## config.mk

```make
export PLATFORM = sky130hd
export DESIGN_NAME = strict_percent_decoder
export DESIGN_NICKNAME = d
export VERILOG_FILES = /design/src/sv/pctdec_pkg.sv /design/src/sv/pctdec_core.sv /design/src/sv/pctdec_skid.sv /design/src/sv/strict_percent_decoder.sv
export SDC_FILE = /design/constraint.sdc
export NUM_CORES = 1
export LEC_CHECK = 0
export BUFFER_PORTS_ARGS = -buffer_cell sky130_fd_sc_hd__buf_2
export CAP_MARGIN = 25
export CORE_UTILIZATION = 50
export CTS_CLUSTER_DIAMETER = 80
export DETAILED_ROUTE_END_ITERATION = 7
export GPL_TIMING_DRIVEN = 0
export PLACE_DENSITY = 0.75
export SLEW_MARGIN = 20
export SYNTH_ARGS = -nofsm -noshare
export SYNTH_HDL_FRONTEND = slang
export SYNTH_HIERARCHICAL = 1
export SYNTH_SLANG_ARGS = --single-unit
export TNS_END_PERCENT = 50
```

## constraint.sdc

```tcl
create_clock -name clk -period 2.5 [get_ports clk]
set_input_delay 0.375 -clock clk [delete_from_list [all_inputs] [get_ports clk]]
set_output_delay 0.375 -clock clk [all_outputs]
set_load 0.01 [all_outputs]
```

## src/sv/pctdec_pkg.sv

```systemverilog
`timescale 1ns / 1ps
// Package for the strict percent decoder: mode codes, character constants,
// result word type and character classification functions. No dependencies.
package pctdec_pkg;

  localparam logic [1:0] MODE_NORMAL  = 2'd0;
  localparam logic [1:0] MODE_PERCENT = 2'd1;
  localparam logic [1:0] MODE_ONE_HEX = 2'd2;
  localparam logic [1:0] MODE_ERROR   = 2'd3;

  localparam logic [7:0] CHAR_PERCENT    = 8'h25;
  localparam logic [7:0] CHAR_DOT        = 8'h2e;
  localparam logic [7:0] CHAR_TILDE      = 8'h7e;
  localparam logic [7:0] CHAR_DASH       = 8'h2d;
  localparam logic [7:0] CHAR_UNDERSCORE = 8'h5f;
  localparam logic [7:0] CHAR_SLASH      = 8'h2f;
  localparam logic [7:0] HEX_ALPHA_BASE  = 8'd10;

  typedef struct packed {
    logic       out_valid;
    logic [7:0] out_byte;
    logic       string_end;
    logic       bad_string;
  } result_t;

  typedef struct packed {
    logic       ok;
    logic [3:0] nibble;
  } hex_t;

  function automatic hex_t hex_value(input logic [7:0] ch);
    hex_t       h;
    logic [7:0] d;
    h = '0;
    d = '0;
    if (ch >= "0" && ch <= "9") begin
      d = ch - 8'("0");
      h.ok = 1'b1;
    end else if (ch >= "a" && ch <= "f") begin
      d = ch - 8'("a") + HEX_ALPHA_BASE;
      h.ok = 1'b1;
    end else if (ch >= "A" && ch <= "F") begin
      d = ch - 8'("A") + HEX_ALPHA_BASE;
      h.ok = 1'b1;
    end
    h.nibble = d[3:0];
    return h;
  endfunction

  function automatic logic is_unreserved(input logic [7:0] ch);
    return (ch >= "0" && ch <= "9") || (ch >= "a" && ch <= "z") ||
           (ch >= "A" && ch <= "Z") || ch == CHAR_DOT || ch == CHAR_TILDE ||
           ch == CHAR_DASH || ch == CHAR_UNDERSCORE || ch == CHAR_SLASH;
  endfunction

endpackage

```

## src/sv/pctdec_core.sv

```systemverilog
`timescale 1ns / 1ps
// Decode state (mode, high nibble) and the per-byte decode logic.
// Depends on pctdec_pkg.
module pctdec_core import pctdec_pkg::*; (
  input  logic       clk,
  input  logic       rst,
  input  logic       load,
  input  logic [7:0] in_byte,
  input  logic       last_byte,
  output result_t    res
);

  logic [1:0] mode;
  logic [1:0] mode_next;
  logic [3:0] high_nibble;
  logic [3:0] high_nibble_next;
  hex_t       hv;

  always_comb begin
    hv = hex_value(in_byte);
    res = '0;
    mode_next = mode;
    high_nibble_next = high_nibble;
    unique case (mode)
      MODE_NORMAL: begin
        if (in_byte == CHAR_PERCENT) begin
          mode_next = MODE_PERCENT;
        end else if (is_unreserved(in_byte)) begin
          res.out_valid = 1'b1;
          res.out_byte = in_byte;
        end else begin
          mode_next = MODE_ERROR;
        end
      end
      MODE_PERCENT: begin
        if (hv.ok) begin
          high_nibble_next = hv.nibble;
          mode_next = MODE_ONE_HEX;
        end else begin
          mode_next = MODE_ERROR;
        end
      end
      MODE_ONE_HEX: begin
        if (hv.ok) begin
          res.out_valid = 1'b1;
          res.out_byte = {high_nibble, hv.nibble};
          mode_next = MODE_NORMAL;
        end else begin
          mode_next = MODE_ERROR;
        end
      end
      default: begin
        mode_next = MODE_ERROR;
      end
    endcase
    res.string_end = last_byte;
    if (last_byte) begin
      res.bad_string = (mode_next != MODE_NORMAL);
      mode_next = MODE_NORMAL;
      high_nibble_next = '0;
    end
  end

  always_ff @(posedge clk) begin
    if (rst) begin
      mode <= MODE_NORMAL;
      high_nibble <= '0;
    end else if (load) begin
      mode <= mode_next;
      high_nibble <= high_nibble_next;
    end
  end

endmodule

```

## src/sv/pctdec_skid.sv

```systemverilog
`timescale 1ns / 1ps
// Output register plus one skid entry for the result word.
// Depends on pctdec_pkg.
module pctdec_skid import pctdec_pkg::*; (
  input  logic    clk,
  input  logic    rst,
  input  logic    push,
  input  result_t push_data,
  output logic    space,
  output logic    res_valid,
  input  logic    res_ready,
  output result_t res_data
);

  logic    skid_valid;
  result_t skid_data;
  logic    pop;

  assign pop = res_valid && res_ready;
  assign space = !skid_valid;

  always_ff @(posedge clk) begin
    if (rst) begin
      res_valid <= 1'b0;
      skid_valid <= 1'b0;
    end else if (skid_valid) begin
      if (pop) begin
        skid_valid <= 1'b0;
      end
    end else if (push && res_valid && !pop) begin
      skid_valid <= 1'b1;
    end else if (push) begin
      res_valid <= 1'b1;
    end else if (pop) begin
      res_valid <= 1'b0;
    end
  end

  always_ff @(posedge clk) begin
    if (skid_valid) begin
      if (pop) begin
        res_data <= skid_data;
      end
    end else if (push && res_valid && !pop) begin
      skid_data <= push_data;
    end else if (push) begin
      res_data <= push_data;
    end
  end

endmodule

```

## src/sv/strict_percent_decoder.sv

```systemverilog
`timescale 1ns / 1ps
// Strict URI percent decoder, one byte word in and one result word out.
// The result is registered in the output register, or the skid entry if stalled.
// 1 word per cycle unless stalled; a two-entry output stage absorbs one stall.
// Reset (rst, synchronous): mode normal, nibble zero, output stage empty.
// Depends on pctdec_pkg, pctdec_core, pctdec_skid.
module strict_percent_decoder import pctdec_pkg::*; (
  input  logic       clk,
  input  logic       rst,
  input  logic       in_valid,
  output logic       in_ready,
  input  logic [7:0] in_byte,
  input  logic       last_byte,
  output logic       res_valid,
  input  logic       res_ready,
  output logic       out_valid,
  output logic [7:0] out_byte,
  output logic       string_end,
  output logic       bad_string
);

  logic    accept;
  result_t core_res;
  result_t res_data;

  assign accept = in_valid && in_ready;

  pctdec_core u_core (
    .clk       (clk),
    .rst       (rst),
    .load      (accept),
    .in_byte   (in_byte),
    .last_byte (last_byte),
    .res       (core_res)
  );

  pctdec_skid u_skid (
    .clk       (clk),
    .rst       (rst),
    .push      (accept),
    .push_data (core_res),
    .space     (in_ready),
    .res_valid (res_valid),
    .res_ready (res_ready),
    .res_data  (res_data)
  );

  assign out_valid  = res_data.out_valid;
  assign out_byte   = res_data.out_byte;
  assign string_end = res_data.string_end;
  assign bad_string = res_data.bad_string;

endmodule

```

==> results of run 1 <==
==> worst register-to-register path, delay by kind of cell, from the launching register on <==
| kind | cells | cell delay (ns) |
|---|---|---|
| flip-flops | 1 | 0.31 |
| AO/OA/AOI/OAI | 1 | 0.26 |
| AND/OR/NAND/NOR | 4 | 1.27 |
| buffers and inverters | 2 | 0.21 |
==> cells in the mapped netlist (4+ instances only) <==
cell / number
a21oi_1: 6
a22o_1: 4
and2_1: 4
dfxtp_1: 8
edfxtp_1: 22
ha_1: 4
inv_1: 9
mux2_2: 4
mux2_4: 7
nand2_1: 14
nand3_1: 5
nor2_1: 5
o21ai_0: 6
==> state kept, by name, indices dropped and copies added, names as in the netlist <==
signal              flops
u_core/high_nibble      4
u_core/mode             2
u_skid/res_data        11
u_skid/res_valid        1
u_skid/skid_data       11
u_skid/skid_valid       1
==> cell type report <==
cell class	instances	area share, %
Timing Repair Buffer	23	5.569
Sequential cell	30	39.71
Inverter	9	1.634
Buffer	9	3.753
Tap cell	46	2.785
Clock inverter	1	0.2421
Multi-Input combinational cell	112	43.64
Clock buffer	7	2.663
==> logic make-up after synthesis <==
family	synth area share (%)
and+or+nand+nor	18.30
AOI/OAI and AO/OA	18.09
DFF	44.96
buffers and inverters	6.100
muxes	9.321
adders and majority gates	2.742
xor gates and xnor gates	0.4799
==> through the flow <==
stage | cell area, um2 | hold slack (ns)
2_1_floorplan | 1826 | 0.4425
3_3_place_gp | 1998 | 0.4656
5_1_grt | 2067 | 0.2148
3_5_place_dp | 1998 | 0.4682
6_report | 2067 | 0.2318
4_1_cts | 2058 | 0.2180
==> path summary, 6_finish.rpt <==
path / start / end / slack [ns] / depth (start not counted)
worst max-delay path: in_byte[1] / u_skid/res_data[4] / 0.18 / 8
worst min register to register: u_core/high_nibble[3] / u_core/high_nibble[3] / 0.49 / 2
worst max register to register: u_skid/skid_valid / u_core/high_nibble[0] / 0.36 / 7
worst min-delay path: last_byte / u_skid/skid_data[1] / 0.23 / 1
==> layer usage <==
layer / vias up / routed length [um] / track usage (%)
met1: 670 / 1614 / 25.88
met3: 9 / 188 / 3.285
met4: 0 / 88 / 8.721
met2: 49 / 1906 / 38.72
li1: 682 / - / -
met5: - / 0 / 0
==> power breakdown <==
part           leakage (nW)  internal (mW)  switching, mW  total (mW)
clock network        0.0353          0.136          0.161       0.297
registers             0.276          0.574         0.0124       0.587
logic                 0.460          0.100          0.130       0.230
==> what timing repair did <==
| item | CTS | global route |
|---|---|---|
| gates resized for setup | 0 | 1 |
| endpoints found under the setup margin | 0 | 4 |
| hold buffers | 0 | 0 |
==> results.sh, run 1 <==
export IMPL_clk_path_buf_depth=2
export IMPL_grt_max_degree=12
export IMPL_wl_per_cell_um=16.02
export IMPL_setup_tns_final_ns=0
export IMPL_period_needed_ns=2.325
export IMPL_vias_per_cell=5.949
export IMPL_ys_seq_area_share_pct=44.96
export IMPL_finalCritPeriodShare_pct=92.98
export IMPL_clk_pin_slew_ns=0.09
export IMPL_cts_root_buf="clkbuf_4"
export IMPL_grtUsageTotal_pct=21.69
export IMPL_cp_max_fo=10
export IMPL_drt_pass1_iter_count=4
export IMPL_rows=21
export IMPL_vias=1410
export IMPL_yosysTopAreaCell="edfxtp_1"
export IMPL_holdCritPathClass="in -> reg"
export IMPL_synth_cell_types=57
export IMPL_globalplace_congestion=0.8518
export IMPL_crit_buf_inv=2
export IMPL_fin_worst_skew_ns=0.008215
export IMPL_fin_cells=237
export IMPL_finish_utilization_pct=60.51
export IMPL_fmax_ghz=0.4302
export IMPL_cts_sinks=30
export IMPL_start_kind="primary input"
export IMPL_slowest_stage="a221o_1"
export IMPL_post_place_ws_ns=-0.2689
export IMPL_crit_path_end_kind="register"
export IMPL_final_cell_mix="buf_2 (24), edfxtp_1 (22), nand2_1 (14)"
export IMPL_diodes=0
export IMPL_hpwl_mm=2.806
export IMPL_portBuffers=23
export IMPL_layout_nets=207
export IMPL_synth_area_per_cell_um2=11.41
export IMPL_power_leakage_nw=0.7715
export IMPL_setup_violations_final=0
export IMPL_die_h_um=62.43
export IMPL_area_growth_pct=13.23
export IMPL_synth_edf_count=22
export IMPL_worst_slew_pin_slew_ns=0.6282
export IMPL_numCtsBuffers=5
export IMPL_seqCellArea_um2=820.8
export IMPL_cts_tree="yes"
export IMPL_multi_input_area_um2=902.1
export IMPL_synth_top_cells_by_area="edfxtp_1 (36%), dfxtp_1 (8.8%), mux2_4 (5.8%)"
export IMPL_postSynth_asyncResetShare_pct=0
export IMPL_cp_cell_sequence="buf_2, inv_1, ha_1, o311ai_0, a211o_1, a21boi_2, a221o_1, mux2_2"
export IMPL_htree_levels=2
export IMPL_num_fill_cells=293
export IMPL_dp_cells=229
export IMPL_irDropWorstVdd_mv=0.2572
export IMPL_hold_viol=0
export IMPL_post_cts_buffers=0
export IMPL_die_x_um=62.43
export IMPL_power_density_nw_per_um2=538.9
export IMPL_antenna_found_initial=0
export IMPL_coreArea_um2=3416
export IMPL_ant_nets=0
export IMPL_route_detailed_drc=0
export IMPL_syn_inst=160
export IMPL_rsz0062_at_grt="no"
export IMPL_max_stage_delay_ns=0.40
export IMPL_setup_ws_ns=0.1754
export IMPL_dieArea_um2=3897
export IMPL_synth_seq_cells=30
export IMPL_initialDrtViolationCount=58
export IMPL_p_total_mw=1.114
export IMPL_clock_latency_ns=0.33
export IMPL_crit_type="in -> reg"
export IMPL_cp_data_required_time_ns=2.59
export IMPL_synth_nets=177
export IMPL_grt_pass1_wl_mm=6.651
export IMPL_cap_violations=0
export IMPL_grt_ovfl_total=0
export IMPL_first_global_vias=1405
export IMPL_relSlewSlack_pct=58.12
export IMPL_yosysTopAreaCellShare_pct=36.19
export IMPL_yosysWarnings=6
export IMPL_worstPathArrival_ns=2.41
export IMPL_pin_count=26
export IMPL_drive_gt1_share_pct=31.94
export IMPL_synth_area_um2=1826
export IMPL_routed_wl_mm=3.797
export IMPL_final_common_cell="buf_2"
export IMPL_status="complete, no violations"
export IMPL_final_max_slew_viol_count=0
export IMPL_cp_top_family="compound AO/OA/AOI/OAI gates"
export IMPL_ys_flop_type="edfxtp_1"
export IMPL_initial_core_util_pct=53.44
Note: power is estimated with default switching activity, not from simulation.
==> run 2, diff against run 1 <==
--- a/config.mk
+++ b/config.mk
@@ -6,12 +6,13 @@
 export NUM_CORES = 1
 export LEC_CHECK = 0
 export BUFFER_PORTS_ARGS = -buffer_cell sky130_fd_sc_hd__buf_2
-export CAP_MARGIN = 25
-export CORE_UTILIZATION = 50
+export CELL_PAD_IN_SITES_DETAIL_PLACEMENT = 1
+export CELL_PAD_IN_SITES_GLOBAL_PLACEMENT = 1
+export CORE_UTILIZATION = 45
 export CTS_CLUSTER_DIAMETER = 80
 export DETAILED_ROUTE_END_ITERATION = 7
 export GPL_TIMING_DRIVEN = 0
-export PLACE_DENSITY = 0.75
+export PLACE_DENSITY = 0.83
 export SLEW_MARGIN = 20
 export SYNTH_ARGS = -nofsm -noshare
 export SYNTH_HDL_FRONTEND = slang
==> run 2 against run 1 <==
Count of clock-buffer cells in the layout is 1 lower. Register-to-register slack worse by 0.02 ns. First-iteration DRC count is 24% lower. Clock power is 23% higher. Die area is 11% higher. Power is 6.6% higher. Via count is 0.50% higher. Core utilization is 5.1 points lower.
==> results.sh, run 2 (synthesized netlist as in run 1, its figures left out) <==
export IMPL_status="complete, no violations"
export IMPL_period_needed_ns=2.353
export IMPL_clk_pin_slew_ns=0.06
export IMPL_use_met2_pct=40.18
export IMPL_htree_levels=2
export IMPL_grt_ovfl_total=0
export IMPL_vias_per_cell=5.929
export IMPL_power_density_nw_per_um2=568.2
export IMPL_grt_pass1_wl_mm=7.217
export IMPL_pin_count=26
export IMPL_dieArea_um2=4315
export IMPL_grt_max_degree=12
export IMPL_crit_type="in -> reg"
export IMPL_cp_max_fo=10
export IMPL_route_detailed_drc=0
export IMPL_cap_violations=0
export IMPL_cts_root_buf="clkbuf_8"
export IMPL_irDropWorstVdd_mv=0.1883
export IMPL_biggestRegsByFlops="u_skid/res_data: 11 flops, u_skid/skid_data: 11 flops, u_core/high_nibble: 4 flops"
export IMPL_holdCritPathClass="in -> reg"
export IMPL_ant_nets=0
export IMPL_drt_pass1_iter_count=4
export IMPL_use_met1_pct=25.66
export IMPL_relSlewSlack_pct=58.95
export IMPL_fin_worst_skew_ns=0.006026
export IMPL_grtUsageMet3_pct=4.167
export IMPL_area_growth_pct=14.53
export IMPL_diodes=0
export IMPL_num_fill_cells=426
export IMPL_setup_tns_final_ns=0
export IMPL_final_common_cell="buf_2"
export IMPL_setup_ws_ns=0.1469
export IMPL_cp_data_required_time_ns=2.53
export IMPL_crit_path_end_kind="register"
export IMPL_hpwl_mm=3.240
export IMPL_rows=22
export IMPL_drive_gt1_share_pct=31.41
export IMPL_initialDrtViolationCount=44
export IMPL_hold_viol=0
export IMPL_routed_wl_mm=4.308
export IMPL_post_place_ws_ns=-0.3091
export IMPL_antenna_found_initial=0
export IMPL_initial_core_util_pct=48.41
export IMPL_final_cell_mix="buf_2 (24), edfxtp_1 (22), nand2_1 (14)"
export IMPL_cts_sinks=30
export IMPL_numCtsBuffers=5
export IMPL_wl_per_cell_um=18.03
export IMPL_layout_nets=207
export IMPL_setup_violations_final=0
export IMPL_die_x_um=65.69
export IMPL_coreArea_um2=3771
export IMPL_worst_slew_pin_slew_ns=0.6158
export IMPL_placed_area_um2=2001
export IMPL_cts_tree="yes"
export IMPL_final_max_slew_viol_count=0
export IMPL_grtUsageTotal_pct=22.97
export IMPL_vias=1417
export IMPL_globalplace_congestion=0.7808
export IMPL_final_cell_area_um2=2091
export IMPL_power_leakage_nw=0.7799
export IMPL_die_h_um=65.69
export IMPL_start_kind="primary input"
export IMPL_post_cts_buffers=0
export IMPL_p_total_mw=1.188
export IMPL_clk_path_buf_depth=2
export IMPL_worstPathArrival_ns=2.39
export IMPL_busiest_layer="met2"
export IMPL_finish_utilization_pct=55.44
export IMPL_first_global_vias=1476
export IMPL_rsz0062_at_grt="no"
export IMPL_fmax_ghz=0.4250
export IMPL_finalCritPeriodShare_pct=94.12
export IMPL_portBuffers=23
export IMPL_clock_latency_ns=0.28
-- run 2: changes by cell type in the layout (fill, tap and decap cells not counted) --
cell / previous run / this run
o311ai_0: 2 / 1
o311ai_1: 0 / 1
clkbuf_8: 1 / 5
clkbuf_4: 5 / 0
clkinv_1: 0 / 1
-- run 2: critical path: stages --
cell	delay (ns)
buf_2	0.17
inv_1	0.10
ha_1	0.29
o311ai_1	0.35
a211o_1	0.25
a21boi_2	0.17
a221o_1	0.42
mux2_2	0.27
-- run 2: layout make-up --
type | count | area (um2) | area share, %
sequential | 30 | 820.8 | 39.26
inverter | 9 | 33.78 | 1.616
multi-input combinational | 112 | 902.1 | 43.15
buffer | 9 | 77.57 | 3.710
clock buffer | 6 | 72.57 | 3.471
clock inverter | 2 | 8.758 | 0.4189
timing repair buffer | 23 | 115.1 | 5.506
tap | 48 | 60.06 | 2.873
-- run 2: timing repair --
action / 4_1_cts / 5_1_grt
gates resized for setup: 1 / 1
setup endpoints to repair: 2 / 1
gates cloned: 0 / 0
hold buffers: 0 / 0
-- run 2: where the power goes --
part | total [mW] | internal [mW] | switching, mW
sequential | 0.589 | 0.575 | 0.0135
clock | 0.366 | 0.191 | 0.175
combinational | 0.233 | 0.100 | 0.133
-- run 2: metal layers --
| metal | up-vias | wire [um] |
|---|---|---|
| met4 | 0 | 156 |
| met5 | - | 0 |
| met1 | 689 | 1751 |
| li1 | 678 | - |
| met3 | 12 | 150 |
| met2 | 38 | 2250 |
-- run 2: per-stage QoR --
step	hold slack [ns]	instances
floorplan	0.4425	160
global placement	0.4607	231
detailed placement	0.4816	231
CTS	0.2728	239
global route	0.2655	239
finish	0.2771	239
-- run 2: worst paths after layout --
| check | from | endpoint | slack (ns) | cells past startpoint |
|---|---|---|---|---|
| max | in_byte[1] | u_skid/res_data[4] | 0.15 | 8 |
| max reg2reg | u_skid/skid_valid | u_core/high_nibble[0] | 0.34 | 7 |
| min reg2reg | u_core/high_nibble[0] | u_core/high_nibble[0] | 0.49 | 2 |
| min | last_byte | u_skid/skid_data[1] | 0.28 | 1 |
==> run 3, diff against run 2 <==
--- a/config.mk
+++ b/config.mk
@@ -8,6 +8,7 @@
 export BUFFER_PORTS_ARGS = -buffer_cell sky130_fd_sc_hd__buf_2
 export CELL_PAD_IN_SITES_DETAIL_PLACEMENT = 1
 export CELL_PAD_IN_SITES_GLOBAL_PLACEMENT = 1
+export CORE_ASPECT_RATIO = 1.1
 export CORE_UTILIZATION = 45
 export CTS_CLUSTER_DIAMETER = 80
 export DETAILED_ROUTE_END_ITERATION = 7
==> run 3 against run 2 <==
Worst setup slack worse by 0.035 ns. Routed wire length is 0.81% higher. Final cell count is 0.84% higher. Register-to-register slack hardly changed. Combinational power hardly changed. Clock power hardly changed. Fmax is 1.5% lower. Via count is 0.28% lower. Critical path type unchanged.
==> results.sh, run 3 (synthesized netlist as in run 1, its figures left out) <==
export IMPL_use_met1_pct=26.25
export IMPL_use_met2_pct=40.22
export IMPL_rr_worst_depth=5
export IMPL_wl_per_cell_um=18.02
export IMPL_grtUsageMet3_pct=3.618
export IMPL_period_needed_ns=2.388
export IMPL_status="complete, no violations"
export IMPL_die_x_um=62.73
export IMPL_route_detailed_drc=0
export IMPL_clock_latency_ns=0.27
export IMPL_setup_tns_final_ns=0
export IMPL_cts_root_buf="clkbuf_8"
export IMPL_die_h_um=68.80
export IMPL_hpwl_mm=3.258
export IMPL_grt_ovfl_total=0
export IMPL_pin_count=26
export IMPL_cts_repair_resized=1
export IMPL_max_stage_delay_ns=0.42
export IMPL_drt_pass1_iter_count=4
export IMPL_cts_tree="yes"
export IMPL_setup_violations_final=0
export IMPL_irDropWorstVdd_mv=0.2627
export IMPL_final_common_cell="buf_2"
export IMPL_grt_max_degree=12
export IMPL_holdCritPathClass="in -> reg"
export IMPL_relSlewSlack_pct=34.15
export IMPL_setup_ws_ns=0.1120
export IMPL_slowest_stage="o311ai_0"
export IMPL_portBuffers=23
export IMPL_power_leakage_nw=0.7787
export IMPL_start_kind="primary input"
export IMPL_area_growth_pct=14.46
export IMPL_final_cell_mix="buf_2 (24), edfxtp_1 (22), nand2_1 (14)"
export IMPL_placed_area_um2=2003
export IMPL_crit_path_end_kind="register"
export IMPL_power_density_nw_per_um2=569.4
export IMPL_post_cts_buffers=0
export IMPL_finish_utilization_pct=55.43
export IMPL_layout_nets=207
export IMPL_drive_gt1_share_pct=30.89
export IMPL_crit_type="in -> reg"
export IMPL_fin_worst_skew_ns=0.004953
export IMPL_dp_cells=233
export IMPL_htree_levels=2
export IMPL_fin_cells=241
export IMPL_antenna_found_initial=0
export IMPL_initial_core_util_pct=48.42
export IMPL_rows=23
export IMPL_initialDrtViolationCount=54
export IMPL_ant_nets=0
export IMPL_finalCritPeriodShare_pct=95.52
export IMPL_cts_hold_buffers=0
export IMPL_dieArea_um2=4315
export IMPL_grtUsageTotal_pct=22.02
export IMPL_worstPathArrival_ns=2.41
export IMPL_vias=1413
export IMPL_cts_sinks=30
export IMPL_cp_max_fo=10
export IMPL_rsz0062_at_grt="no"
export IMPL_vias_per_cell=5.863
export IMPL_busiest_layer="met2"
export IMPL_cp_data_required_time_ns=2.52
export IMPL_globalplace_congestion=0.8433
export IMPL_hold_viol=0
export IMPL_final_cell_area_um2=2090
export IMPL_diodes=0
export IMPL_routed_wl_mm=4.343
export IMPL_biggestRegsByFlops="u_skid/res_data: 11 flops, u_skid/skid_data: 11 flops, u_core/high_nibble: 4 flops"
export IMPL_post_place_ws_ns=-0.3925
export IMPL_worst_slew_pin_slew_ns=0.9878
export IMPL_cap_violations=0
export IMPL_fmax_ghz=0.4188
export IMPL_num_fill_cells=422
export IMPL_final_max_slew_viol_count=0
export IMPL_grt_pass1_wl_mm=7.100
export IMPL_hold_depth=1
export IMPL_clk_path_buf_depth=2
export IMPL_cp_cell_sequence="buf_2, inv_1, ha_1, o311ai_0, a211o_1, a21boi_2, a221o_1, mux2_2"
export IMPL_clk_pin_slew_ns=0.07
export IMPL_numCtsBuffers=5
export IMPL_first_global_vias=1399
export IMPL_coreArea_um2=3770
## run 3: cell types whose count changed in the layout (fill, tap and decap cells not counted)
cell / previous run / this run
a21oi_1: 5 / 6
a21oi_2: 1 / 0
o311ai_1: 1 / 0
o311ai_0: 1 / 2
## run 3: report_power, final
| part | internal (mW) | switching (mW) |
|---|---|---|
| Combinational | 0.0998 | 0.134 |
| Sequential | 0.575 | 0.0135 |
| Clock | 0.191 | 0.176 |
## run 3: metal layers
| metal | vias up | part of all wire, % |
|---|---|---|
| met5 | - | 0 |
| met4 | 0 | 1.1 |
| met3 | 4 | 2.2 |
| met2 | 24 | 50 |
| met1 | 707 | 46 |
| li1 | 678 | - |
## run 3: layout make-up
cell class	instances	area, um2	area share, %
Buffer	9	77.57	3.713
Clock buffer	6	72.57	3.473
Clock inverter	2	8.758	0.4192
Inverter	9	33.78	1.617
Multi-Input combinational cell	112	898.4	42.99
Sequential cell	30	820.8	39.28
Tap cell	50	62.56	2.994
Timing Repair Buffer	23	115.1	5.509
## run 3: final timing paths
check	from	endpoint	slack, ns
worst max-delay path	in_byte[1]	u_skid/res_data[4]	0.11
worst min-delay path	last_byte	u_skid/skid_data[1]	0.28
worst max register to register	u_skid/skid_valid	u_skid/res_data[5]	0.34
worst min register to register	u_core/high_nibble[0]	u_core/high_nibble[0]	0.49
## run 3: through the flow
step | power (mW) | hold slack [ns]
after detailed placement | 0.8316 | 0.4773
after global routing | 1.245 | 0.2742
after CTS | 1.200 | 0.2777
after floorplan | 0.7526 | 0.4425
after global placement | 0.8167 | 0.4682
final | 1.190 | 0.2841
## run 3: critical path, delay by kind of cell
| family | cells | cell delay [ns] |
|---|---|---|
| AO/OA/AOI/OAI | 4 | 1.22 |
| adder cells (fa/ha/maj) | 1 | 0.28 |
| buffers and inverters | 2 | 0.26 |
| multiplexers | 1 | 0.27 |
